==> src/hdl/sgcc_div.sv <==
// Restoring unsigned divider, one quotient bit per cycle.
// No package dependencies.
`default_nettype none
module sgcc_div #(
    parameter int NW = 37,
    parameter int DW = 27
) (
    input  logic          i_clk,
    input  logic          i_rst_n,
    input  logic          i_start,
    input  logic [NW-1:0] i_dividend,
    input  logic [DW-1:0] i_divisor,
    output logic          o_done,
    output logic [NW-1:0] o_quot
);
    localparam int CNT_W = $clog2(NW + 1);

    logic [DW-1:0]    r_rem;
    logic [NW-1:0]    r_quo;
    logic [DW-1:0]    r_dvs;
    logic [CNT_W-1:0] r_cnt;
    logic             r_busy;
    logic             r_done;

    logic [DW:0]      w_sh;
    logic [DW+1:0]    w_diff;

    assign w_sh   = {r_rem, r_quo[NW-1]};
    assign w_diff = {1'b0, w_sh} - {2'b00, r_dvs};

    always_ff @(posedge i_clk) begin
        if (!i_rst_n) begin
            r_busy <= 1'b0;
            r_done <= 1'b0;
            r_cnt  <= '0;
        end else begin
            r_done <= 1'b0;
            if (i_start) begin
                r_busy <= 1'b1;
                r_cnt  <= '0;
            end else if (r_busy) begin
                r_cnt <= r_cnt + CNT_W'(1);
                if (r_cnt == CNT_W'(NW - 1)) begin
                    r_busy <= 1'b0;
                    r_done <= 1'b1;
                end
            end
        end
    end

    always_ff @(posedge i_clk) begin
        if (i_start) begin
            r_rem <= '0;
            r_quo <= i_dividend;
            r_dvs <= i_divisor;
        end else if (r_busy) begin
            if (!w_diff[DW+1]) begin
                r_rem <= w_diff[DW-1:0];
                r_quo <= {r_quo[NW-2:0], 1'b1};
            end else begin
                r_rem <= w_sh[DW-1:0];
                r_quo <= {r_quo[NW-2:0], 1'b0};
            end
        end
    end

    assign o_done = r_done;
    assign o_quot = r_quo;
endmodule
`default_nettype wire

==> config.mk <==
export PLATFORM = sky130hd
export DESIGN_NAME = sgcc_div
export DESIGN_NICKNAME = d
export VERILOG_FILES = /design/src/hdl/sgcc_div.sv
export SDC_FILE = /design/constraint.sdc
export NUM_CORES = 1
export LEC_CHECK = 0
export ABC_AREA = 1
export BUFFER_PORTS_ARGS = -buffer_cell sky130_fd_sc_hd__buf_2
export CORE_UTILIZATION = 55
export DETAILED_ROUTE_END_ITERATION = 8
export GPL_TIMING_DRIVEN = 0
export PLACE_DENSITY = 0.78
export SLEW_MARGIN = 5
export SYNTH_ARGS = -nofsm -noshare
export SYNTH_HDL_FRONTEND = slang
export SYNTH_SLANG_ARGS = --single-unit
==> constraint.sdc <==
create_clock -name i_clk -period 3.25 [get_ports i_clk]
set_clock_uncertainty 0.2 [all_clocks]
set_input_delay 0.325 -clock i_clk [delete_from_list [all_inputs] [get_ports i_clk]]
set_output_delay 0.325 -clock i_clk [all_outputs]
set_load 0.01 [all_outputs]
==> impl_metrics.json <==
{
  "vias": 5771,
  "drc": 0,
  "die_h_um": 109,
  "tns_ps": 0,
  "postRouteAntennaNets": 0,
  "grt_pass1_wl_mm": 25.2,
  "synth_area_leaders": "edfxtp_1, nand2_1, dfxtp_1",
  "clk_latency_ps": 360,
  "cts_inserted_buffers": 9,
  "cap_violations": 0,
  "drt-total-wl_mm": 15.2,
  "ys.flop_type": "edfxtp_1",
  "crit_top_cell": "nand3_1",
  "area_growth_pct": 20.6,
  "die_w_um": 109,
  "rr_startpoint": "o_quot[36]",
  "tightest_slew_ps": 786,
  "initial_core_util_pct": 57.2,
  "drive_gt1_share_pct": 17.0,
  "synth.distinct_cells": 38,
  "ys_seq_elements": 99,
  "clock-sinks": 99,
  "tritoncts": "done",
  "ir_worst_vdd_uv": 377,
  "worstHoldStart": "i_dividend[35]",
  "clk_path_buf_depth": 2,
  "power.density_nw_per_um2": 397,
  "clockRootBuffer": "clkbuf_16",
  "syn_avg_cell_area_um2": 7.19,
  "reg2regPathDepth": 14,
  "total_leakage_power_nw": 4.13,
  "gp_congestion": 0.968,
  "max_freq_ghz": 0.374,
  "final_area_um2": 7610,
  "synthCells": 877,
  "synth_most_common_cell": "nand2_1",
  "post_cts_resized": 0,
  "firstDrtPassIters": 6,
  "cp-start-kind": "flip-flop",
  "regToRegSetupSlack_ps": 580,
  "hold_class": "in -> reg",
  "wl_per_cell_um": 13.0,
  "core_area_um2": 11000,
  "std_cell_rows": 38,
  "hold_depth": 3,
  "grt_overflow": 0,
  "cpPeakStageDelay_ps": 410,
  "slew_viol_final": 0,
  "clk_pin_slew_ps": 80,
  "hpwl_mm": 11.3,
  "crit_chain": "inv_1, ha_1, fa_1, inv_1, nand3_1, nand3_1, nand3_1, nand3_2, nand2_4, nand2_4, buf_4, nand3_1, nand2_1, nand2_1",
  "antenna_found_initial": 0,
  "finalHoldViolations": 0,
  "min_to": "o_quot[35]",
  "port_buffers": 104,
  "synth_fp_nets": 974,
  "yosys.area.top_type_share_pct": 30.5,
  "setup_viol": 0,
  "grt_pass1_vias": 5511,
  "ios": 105,
  "yosys.area.top_type": "edfxtp_1",
  "cp_top_family": "simple AND/OR/NAND/NOR gates",
  "worstSetupEndpointType": "flip-flop",
  "fin_hold_ws_ps": 33.2,
  "antennaDiodeCount": 0,
  "synth-edff-count": 64,
  "syn_area_um2": 6310,
  "grt_usage_pct": 27.7,
  "relSlewSlack_pct": 47.4,
  "dieArea_um2": 11900,
  "n_fill_cell": 980,
  "crit_arrival_ps": 2730,
  "rr_endpoint": "r_rem[23]",
  "crit_type": "reg -> reg",
  "grt_max_degree": 34,
  "layout_min_cycle_time_ps": 2670,
  "rsz0062_at_grt": "no",
  "synthArstFlopShare_pct": 0,
  "critical_path_buf_inv_count": 3,
  "status": "completed",
  "vias_per_cell": 4.95,
  "cp_data_required_time_ps": 3310,
  "h-tree-depth": 3,
  "critPathSlowestCell": "fa_1",
  "fin_nets": 1117,
  "post-route-util_pct": 69.0,
  "pre_cts_ws_ps": 552,
  "finalCritPeriodShare_pct": 82.3,
  "synthTopCellsByCount": "nand2_1, inv_1, nand3_1",
  "crit_fanout": 10,
  "place_area_um2": 7030,
  "drtIter0Drc": 337,
  "timing.final.ws_setup_ps": 576,
  "ys_warn_count": 0,
  "synth_seq_area_share_pct": 41.6
}
cell usage in the layout (no fill, tap or decap), types with 3 or more instances in the layout:
cell type	n
nand2_1	352
inv_1	152
buf_2	105
nand3_1	68
edfxtp_1	64
nor2_1	37
dfxtp_1	35
ha_1	29
dlygate4sd3_1	27
a21oi_1	15
nand3b_1	14
o21ai_1	13
nand2_2	11
nand3_2	11
inv_2	10
clkbuf_16	10
xnor2_1	9
clkbuf_1	8
nand4_1	6
clkinv_1	5
buf_6	4
nor2_4	3
buf_4	3
o21ai_0	3
nor3_1	3
repair_timing:
action                                 4_1_cts  5_1_grt
buffers inserted                             0        0
endpoints found under the hold margin       27        0
hold buffers                                27        0
worst max-delay path by stage:
stage / depth (start not counted) / slack, ps / end / startpoint
after floorplan: 3 / 780 / o_quot[0] / r_busy
after global placement: 4 / -760 / o_quot[18] / i_start
after detailed placement: 5 / 550 / o_quot[18] / i_start
after CTS: 14 / 590 / r_rem[20] / o_quot[36]
after global routing: 14 / 390 / r_rem[11] / o_quot[36]
final: 14 / 580 / r_rem[23] / o_quot[36]
logic make-up after synthesis:
kind of cell             Yosys count  synth area share [%]
flip-flops                        99                  41.6
AND/OR/NAND/NOR                  516                  35.8
buffers and inverters            187                  12.2
XOR/XNOR                          10                  1.39
AO/OA/AOI/OAI                     35                  3.05
adder cells (fa/ha/maj)           30                  6.07
state kept, by name (all words and copies together), names as in the netlist:
name	cells
r_rem	27
o_done	1
o_quot	37
r_cnt	6
r_dvs	27
r_busy	1
cell type report:
cell class / count / area (um2) / share of cell area, %
clock buffers: 12 / 278 / 3.65
repair buffers: 132 / 811 / 10.7
multi-input cells: 591 / 2920 / 38.4
well taps: 140 / 175 / 2.30
inverters: 167 / 627 / 8.24
flip-flops and latches: 99 / 2620 / 34.5
clock inverters: 4 / 36.3 / 0.477
plain buffers: 20 / 141 / 1.86
worst reg2reg max path, delay by kind of cell, from the launching register on:
family,cells,cell delay (ps)
flip-flops,1,350
adder cells (fa/ha/maj),2,640
AND/OR/NAND/NOR,9,990
buffers and inverters,3,410
routing by layer:
metal	vias up	wire length [um]	track usage (%)
met5	-	0	0
li1	2989	-	-
met2	191	7250	47.0
met3	24	1150	7.41
met1	2567	6540	34.1
met4	0	252	8.69
stage by stage:
stage | power [mW] | std cells
3_5_place_dp | 1.89 | 1122
4_1_cts | 3.04 | 1165
2_1_floorplan | 1.73 | 877
5_1_grt | 3.14 | 1165
3_3_place_gp | 1.88 | 1121
6_report | 3.02 | 1165
power breakdown:
group	leakage (nW)	switching (mW)	internal [mW]
Combinational	3.05	0.251	0.170
Sequential	0.927	0.0406	1.43
Clock	0.158	0.509	0.621
Note: power is estimated with default switching activity, not from simulation.
