## config.mk

```make
export PLATFORM = sky130hd
export DESIGN_NAME = sgcc_isqrt
export DESIGN_NICKNAME = d
export VERILOG_FILES = /design/src/hdl/sgcc_isqrt.sv
export SDC_FILE = /design/constraint.sdc
export NUM_CORES = 1
export LEC_CHECK = 0
export BUFFER_PORTS_ARGS = -buffer_cell sky130_fd_sc_hd__buf_4
export CORE_UTILIZATION = 40
export CTS_CLUSTER_SIZE = 12
export DETAILED_ROUTE_END_ITERATION = 16
export GPL_TIMING_DRIVEN = 0
export SETUP_SLACK_MARGIN = 0.3
export SLEW_MARGIN = 5
export SYNTH_ARGS = -nofsm -noshare
export SYNTH_HDL_FRONTEND = slang
export SYNTH_SLANG_ARGS = --single-unit
```

## constraint.sdc

```tcl
create_clock -name i_clk -period 3.4 [get_ports i_clk]
set_input_delay 0.17 -clock i_clk [delete_from_list [all_inputs] [get_ports i_clk]]
set_output_delay 0.17 -clock i_clk [all_outputs]
set_load 0.005 [all_outputs]
```

## src/hdl/sgcc_isqrt.sv

```systemverilog
// Iterative integer square root, one result bit per cycle.
// No package dependencies.
`default_nettype none
module sgcc_isqrt #(
    parameter int IN_W = 44
) (
    input  logic                i_clk,
    input  logic                i_rst_n,
    input  logic                i_start,
    input  logic [IN_W-1:0]     i_rad,
    output logic                o_done,
    output logic [IN_W/2-1:0]   o_root
);
    localparam int RT_W  = IN_W / 2;
    localparam int RM_W  = RT_W + 3;
    localparam int CNT_W = $clog2(RT_W + 1);

    logic [IN_W-1:0]  r_rad;
    logic [RM_W-1:0]  r_rem;
    logic [RT_W-1:0]  r_root;
    logic [CNT_W-1:0] r_cnt;
    logic             r_busy;
    logic             r_done;

    logic [RM_W-1:0]  w_rem_sh;
    logic [RM_W:0]    w_diff;

    assign w_rem_sh = {r_rem[RM_W-3:0], r_rad[IN_W-1 -: 2]};
    assign w_diff   = {1'b0, w_rem_sh} - {2'b00, r_root, 2'b01};

    always_ff @(posedge i_clk) begin
        if (!i_rst_n) begin
            r_busy <= 1'b0;
            r_done <= 1'b0;
            r_cnt  <= '0;
        end else begin
            r_done <= 1'b0;
            if (i_start) begin
                r_busy <= 1'b1;
                r_cnt  <= '0;
            end else if (r_busy) begin
                r_cnt <= r_cnt + CNT_W'(1);
                if (r_cnt == CNT_W'(RT_W - 1)) begin
                    r_busy <= 1'b0;
                    r_done <= 1'b1;
                end
            end
        end
    end

    always_ff @(posedge i_clk) begin
        if (i_start) begin
            r_rad  <= i_rad;
            r_rem  <= '0;
            r_root <= '0;
        end else if (r_busy) begin
            r_rad <= {r_rad[IN_W-3:0], 2'b00};
            if (!w_diff[RM_W]) begin
                r_rem  <= w_diff[RM_W-1:0];
                r_root <= {r_root[RT_W-2:0], 1'b1};
            end else begin
                r_rem  <= w_rem_sh;
                r_root <= {r_root[RT_W-2:0], 1'b0};
            end
        end
    end

    assign o_done = r_done;
    assign o_root = r_root;
endmodule
`default_nettype wire

```

==> results of run 1 <==
[report_power, final]
part           internal [uW]  leakage (uW)  switching [uW]
sequential              1380      0.000867             108
clock                    601      0.000151             463
combinational           1080       0.00144            1520
[path summary, 6_finish.rpt]
check                               start   endpoint  slack, ns  depth (start not counted)
worst max-delay path            o_root[8]  r_rem[13]       0.42                         10
worst min-delay path              i_rst_n     r_busy       0.05                          2
worst max register to register  o_root[8]  r_rem[13]       0.42                         10
worst min register to register  r_rem[21]  r_rem[21]       0.49                          2
[worst max-delay path: cells and delay by family (launching register included)]
family                     cells  cell delay (ns)
AOI/OAI and AO/OA              4             1.34
adders and majority gates      1             0.38
and+or+nand+nor                3             0.48
DFF                            1             0.37
buffers and inverters          2             0.27
[cell families after synthesis]
group	Yosys count	synth area share (%)
compound gates	96	13.9
xor+xnor	17	2.94
fa+ha+maj	25	6.17
buf+inv	51	4.02
flops	96	46.6
mux	68	14.5
simple gates	134	11.9
[per-stage QoR]
stage	total power (uW)	hold WS, ns	instance area [sq um]
finish	5150	0.0509	6150
global route	5490	0.0801	6150
CTS	5100	0.0446	6130
detailed placement	4010	0.410	5820
global placement	3970	0.411	5800
floorplan	3380	0.298	5070
[what timing repair did]
item,in CTS,in global routing
endpoints found under the setup margin,0,18
resized for setup,0,2
setup buffers,0,2
[layout make-up]
| cell class | instances | area [sq um] |
|---|---|---|
| multi-input cells | 340 | 2510 |
| clock buffers | 10 | 239 |
| plain buffers | 22 | 95.1 |
| inverters | 29 | 109 |
| flip-flops and latches | 96 | 2360 |
| well taps | 168 | 210 |
| fillers | 1151 | 6010 |
| clock inverters | 6 | 72.6 |
| repair buffers | 72 | 553 |
[sequential cells by signal (all words and copies together), names as in the netlist]
name / count
o_root: 22
r_cnt: 5
r_rad: 44
r_rem: 23
r_busy: 1
o_done: 1
[per-layer routing]
layer  share of wire (%)  up-vias
met3                 4.6       16
met2                  45       98
met4                 1.6        0
li1                    -     1944
met5                   0        -
met1                  48     1884
[cells in the final DEF, fill, tap and decap left out, types with 2 or more instances in the layout]
cell and count:
o21a_1 6, nor3_1 9, nand3_1 7, a311oi_1 10, a221oi_1 2, nand2b_1 4, nand4_1 7, edfxtp_1 44
a31oi_1 3, buf_4 73, nor2_1 55, inv_6 4, dfxtp_1 52, inv_1 28, xor2_1 4, ha_1 25
a211oi_1 8, mux2_2 42, o311ai_1 2, o211a_1 2, a21o_1 10, nor2b_1 4, a21oi_1 13, mux2i_1 26
buf_2 4, nand2_1 35, o31ai_1 2, o211ai_1 3, xnor2_1 13, and3_1 2, clkbuf_16 9, o22ai_1 4
a211o_1 2, and2_1 2, buf_1 5, o21bai_1 2, o21ai_0 13, clkbuf_1 11, or3_1 3, o31ai_2 2
==> impl_metrics.py, run 1 <==
metrics = {
    "run_status": {
        "status": "completed",
    },
    "floorplanning": {
        "die_area_sq_mm": 0.0131,
        "coreArea_sq_mm": 0.0122,
        "die_h_microns": 115,
        "ios": 70,
        "num_rows": 40,
        "initial_core_util_pct": 41.7,
        "die_x_microns": 115,
    },
    "clock_tree": {
        "cts_sinks": 96,
        "cts_max_level": 3,
        "clk_pin_slew_ns": 0.07,
        "cts_tree": "done",
        "cts-buffers-inserted": 9,
        "cts_root_buf": "clkbuf_16",
        "cts_max_path_buffers": 2,
        "hold_buffers": 0,
        "insertion_delay_ns": 0.35,
    },
    "yosys": {
        "synth-warning-count": 0,
        "syn_area_sq_mm": 0.00507,
        "ys_ff_latch": 96,
        "synth_async_sr_flop_share_pct": 0,
        "avgSynthCellArea_sq_um": 10.4,
        "synth_cell_type_count": 55,
        "ys_seq_area_share_pct": 46.6,
        "yosys.area.top_type": "edfxtp_1",
        "synthTopCellsByArea": "edfxtp_1, dfxtp_1, mux2_2, ha_1, mux2i_1",
        "synth_edf_count": 44,
        "synth_top_area_share_pct": 26.1,
        "syn_inst": 487,
        "synth_fp_nets": 559,
        "ys.flop_type": "dfxtp_1",
        "synth_most_common_cell": "nor2_1",
        "yosys-top-cells-count": "nor2_1, dfxtp_1, edfxtp_1",
    },
    "timing": {
        "slew_viol_final": 0,
        "clock_skew_ns": 0.00719,
        "setup_slack_ns": 0.423,
        "finalHoldViolCount": 0,
        "worst_pin_slew_ns": 0.872,
        "relSlewSlack_pct": 41.9,
        "min_period_over_period_pct": 87.6,
        "fin_tns_setup_ns": 0,
        "rsz0062_at_grt": "no",
        "fin_crit_ns": 2.98,
        "finalSetupViolCount": 0,
        "clock.fmax_mhz": 336,
    },
    "placement": {
        "dp_hpwl_microns": 8270,
        "placed_cells": 725,
        "place.gp.congestion": 0.853,
        "port_buffers": 69,
        "dpl_worst_slack_ns": 0.383,
    },
    "setup_path": {
        "worstSetupStartpointType": "flop",
        "setup.worst_path.class": "flop to flop",
        "cpMaxStageDelayCell": "a2111oi_0",
        "end_kind": "flop",
        "crit_fanout": 10,
        "critPathRequiredTime_ns": 3.61,
        "critPathArrivalTime_ns": 3.19,
        "max_stage_delay_ns": 0.40,
        "crit_chain": "inv_1 > ha_1 > and3_1 > o2111ai_2 > a211oi_2 > nor3_2 > o31a_1 > buf_4 > a2111oi_0 > nor3_1",
    },
    "power_and_ir_drop": {
        "power.leakage_uw": 0.00245,
        "p_per_area_mw_per_mm2": 838,
        "ir_worst_vdd_mv": 0.319,
    },
    "grt": {
        "met1_usage_pct": 25.0,
        "grt_pass1_wl_microns": 18400,
        "grt_max_degree": 33,
        "grt_usage_pct": 18.3,
        "use_met3_pct": 4.34,
        "global_route.usage.met2_pct": 27.8,
        "antenna_found_initial": 0,
        "gr-total-overflow": 0,
        "grt_pass1_vias": 3736,
        "busiest_layer": "met2",
    },
    "drt": {
        "wl_microns": 11400,
        "firstDrtPassIters": 4,
        "drt_iter0_markers": 179,
        "ant_nets": 0,
        "wl_per_cell_microns": 15.4,
        "viasPerCell": 5.31,
        "vias": 3942,
        "drc": 0,
    },
    "job": {
        "maxCapViolCount": 0,
    },
    "finish": {
        "layout.nets": 642,
        "fin_cells": 743,
        "antenna_cells": 0,
        "drive_above_1_share_pct": 25.0,
        "area_delta_synth_final_pct": 21.4,
        "utilization_pct": 50.6,
    },
    "min_path": {
        "hp-class": "primary input to flop",
    },
}
Note: power is estimated with default switching activity, not from simulation.
==> run 2: changes to the inputs <==
--- a/config.mk
+++ b/config.mk
@@ -5,10 +5,10 @@
 export SDC_FILE = /design/constraint.sdc
 export NUM_CORES = 1
 export LEC_CHECK = 0
-export BUFFER_PORTS_ARGS = -buffer_cell sky130_fd_sc_hd__buf_4
 export CORE_UTILIZATION = 40
 export CTS_CLUSTER_SIZE = 12
 export DETAILED_ROUTE_END_ITERATION = 16
+export DONT_BUFFER_PORTS = 1
 export GPL_TIMING_DRIVEN = 0
 export SETUP_SLACK_MARGIN = 0.3
 export SLEW_MARGIN = 5
==> run 2 against run 1 <==
Compared with the run above: maximum frequency grew 4.9%; critical endpoint unchanged; highest routed layer unchanged; first-iteration DRC count grew 11%; largest cell class unchanged; clock skew shrank 0.0017 ns; sequential share of layout area grew 3.7 points; critical path type unchanged; register-to-register slack gained 0.14 ns.
==> impl_metrics.py, run 2 (same netlist as run 1, synthesis figures left out) <==
metrics = {
    "placement": {
        "place.gp.congestion": 0.861,
        "dp_hpwl_microns": 8030,
        "dpl_worst_slack_ns": 0.365,
        "port_buffers": 0,
        "placed_cells": 656,
    },
    "timing": {
        "rsz0062_at_grt": "no",
        "fin_tns_setup_ns": 0,
        "slew_viol_final": 0,
        "relSlewSlack_pct": 41.9,
        "min_period_over_period_pct": 83.5,
        "setup_slack_ns": 0.561,
        "clock_skew_ns": 0.00550,
        "finalHoldViolCount": 0,
        "worst_pin_slew_ns": 0.871,
        "fin_crit_ns": 2.84,
        "finalSetupViolCount": 0,
        "clock.fmax_mhz": 352,
    },
    "drt": {
        "wl_microns": 11200,
        "firstDrtPassIters": 4,
        "drc": 0,
        "drt_iter0_markers": 198,
        "vias": 3673,
        "viasPerCell": 5.45,
        "wl_per_cell_microns": 16.6,
        "ant_nets": 0,
    },
    "floorplanning": {
        "ios": 70,
        "num_rows": 40,
        "coreArea_sq_mm": 0.0122,
        "die_area_sq_mm": 0.0131,
        "die_h_microns": 115,
        "die_x_microns": 115,
        "initial_core_util_pct": 41.7,
    },
    "clock_tree": {
        "cts_max_path_buffers": 2,
        "cts-buffers-inserted": 9,
        "clk_pin_slew_ns": 0.07,
        "cts_root_buf": "clkbuf_16",
        "cts_max_level": 3,
        "cts_sinks": 96,
        "insertion_delay_ns": 0.35,
        "cts_tree": "done",
    },
    "finish": {
        "antenna_cells": 0,
        "layout.nets": 573,
        "seqCellArea_sq_mm": 0.00236,
        "fin_cells": 674,
        "mostFrequentLayoutCell": "nor2_1",
        "fillers": 1143,
        "drive_above_1_share_pct": 14.6,
        "mostFrequentLayoutCells": "nor2_1, dfxtp_1, edfxtp_1",
        "largest_reg_flops": 44,
        "area_delta_synth_final_pct": 10.8,
        "multi_input_area_sq_mm": 0.00252,
        "top_register": "r_rad",
    },
    "min_path": {
        "min_path_cells": 1,
        "hp-class": "primary input to flop",
        "min_to": "r_rad[0]",
        "worstHoldStart": "i_rad[0]",
    },
    "setup_path": {
        "rr_startpoint": "o_root[8]",
        "regToRegSetupSlack_ns": 0.56,
        "worstSetupStartpointType": "flop",
        "critPathRequiredTime_ns": 3.60,
        "reg2reg_to": "r_rem[13]",
        "r2r_cells": 10,
        "critPathArrivalTime_ns": 3.04,
        "end_kind": "flop",
        "setup.worst_path.class": "flop to flop",
        "crit_fanout": 10,
    },
    "power_and_ir_drop": {
        "power.leakage_uw": 0.00209,
        "p_per_area_mw_per_mm2": 895,
        "ir_worst_vdd_mv": 0.335,
    },
    "grt": {
        "grt_usage_pct": 18.0,
        "grt_pass1_vias": 3587,
        "grt_pass1_wl_microns": 17900,
        "gr-total-overflow": 0,
        "antenna_found_initial": 0,
        "grt_max_degree": 45,
    },
    "job": {
        "maxCapViolCount": 0,
    },
    "run_status": {
        "status": "completed",
    },
}
-- run 2: repair_timing --
| item | CTS | global route |
|---|---|---|
| endpoints found under the hold margin | 1 | 0 |
| setup endpoints to repair | 0 | 23 |
| gates resized for setup | 0 | 6 |
| hold buffers | 1 | 0 |
| buffers inserted | 0 | 1 |
-- run 2: report_power, final --
part	switching [uW]	total (uW)	leakage (uW)	internal, uW
combinational	1520	2580	0.00109	1060
clock	460	966	0.000130	506
sequential	104	1480	0.000867	1380
total	2080	5030	0.00209	2950
-- run 2: per-stage QoR --
stage	hold WS (ns)	util (%)	cell area (sq um)	total power [uW]
finish	0.0224	46.2	5620	5030
CTS	0.00796	45.9	5590	4950
detailed placement	0.306	43.6	5300	3960
global route	0.0169	46.2	5620	5360
global placement	0.310	43.4	5280	3920
floorplan	0.298	-	5070	3380
-- run 2: worst max-delay path by stage --
stage | endpoint | startpoint | slack (ns) | cells past startpoint
after detailed placement | r_rem[18] | o_root[0] | 0.37 | 9
after global routing | r_rem[3] | o_root[4] | 0.31 | 9
after global placement | r_rem[2] | o_root[0] | 0.36 | 10
final | r_rem[13] | o_root[8] | 0.56 | 10
after floorplan | r_rem[18] | o_root[8] | 0.90 | 10
after CTS | r_rem[18] | o_root[0] | 0.33 | 9
-- run 2: worst max-delay path, stage by stage (launching register included) --
cell and delay [ns]:
dfxtp_1 0.39, inv_1 0.06, ha_1 0.38, and3_1 0.27, o2111ai_2 0.20, a211oi_2 0.28, nor3_2 0.11, o31a_1 0.36
buf_4 0.20, a2111oi_0 0.33, nor3_1 0.10
-- run 2: final cells by class --
cell class              instances  area share (%)
inverters                      29            1.94
repair buffers                  3           0.668
clock inverters                 6           0.891
plain buffers                  22            1.78
clock buffers                  10            4.08
well taps                     168            3.74
flip-flops and latches         96            42.1
multi-input cells             340            44.8
-- run 2: metal layers --
metal / vias up / GRT usage (%) / wire length [microns]
met5: - / 0 / 0
li1: 1818 / - / -
met4: 0 / 8.40 / 247
met1: 1716 / 23.1 / 4920
met3: 17 / 5.51 / 894
met2: 122 / 27.5 / 5120
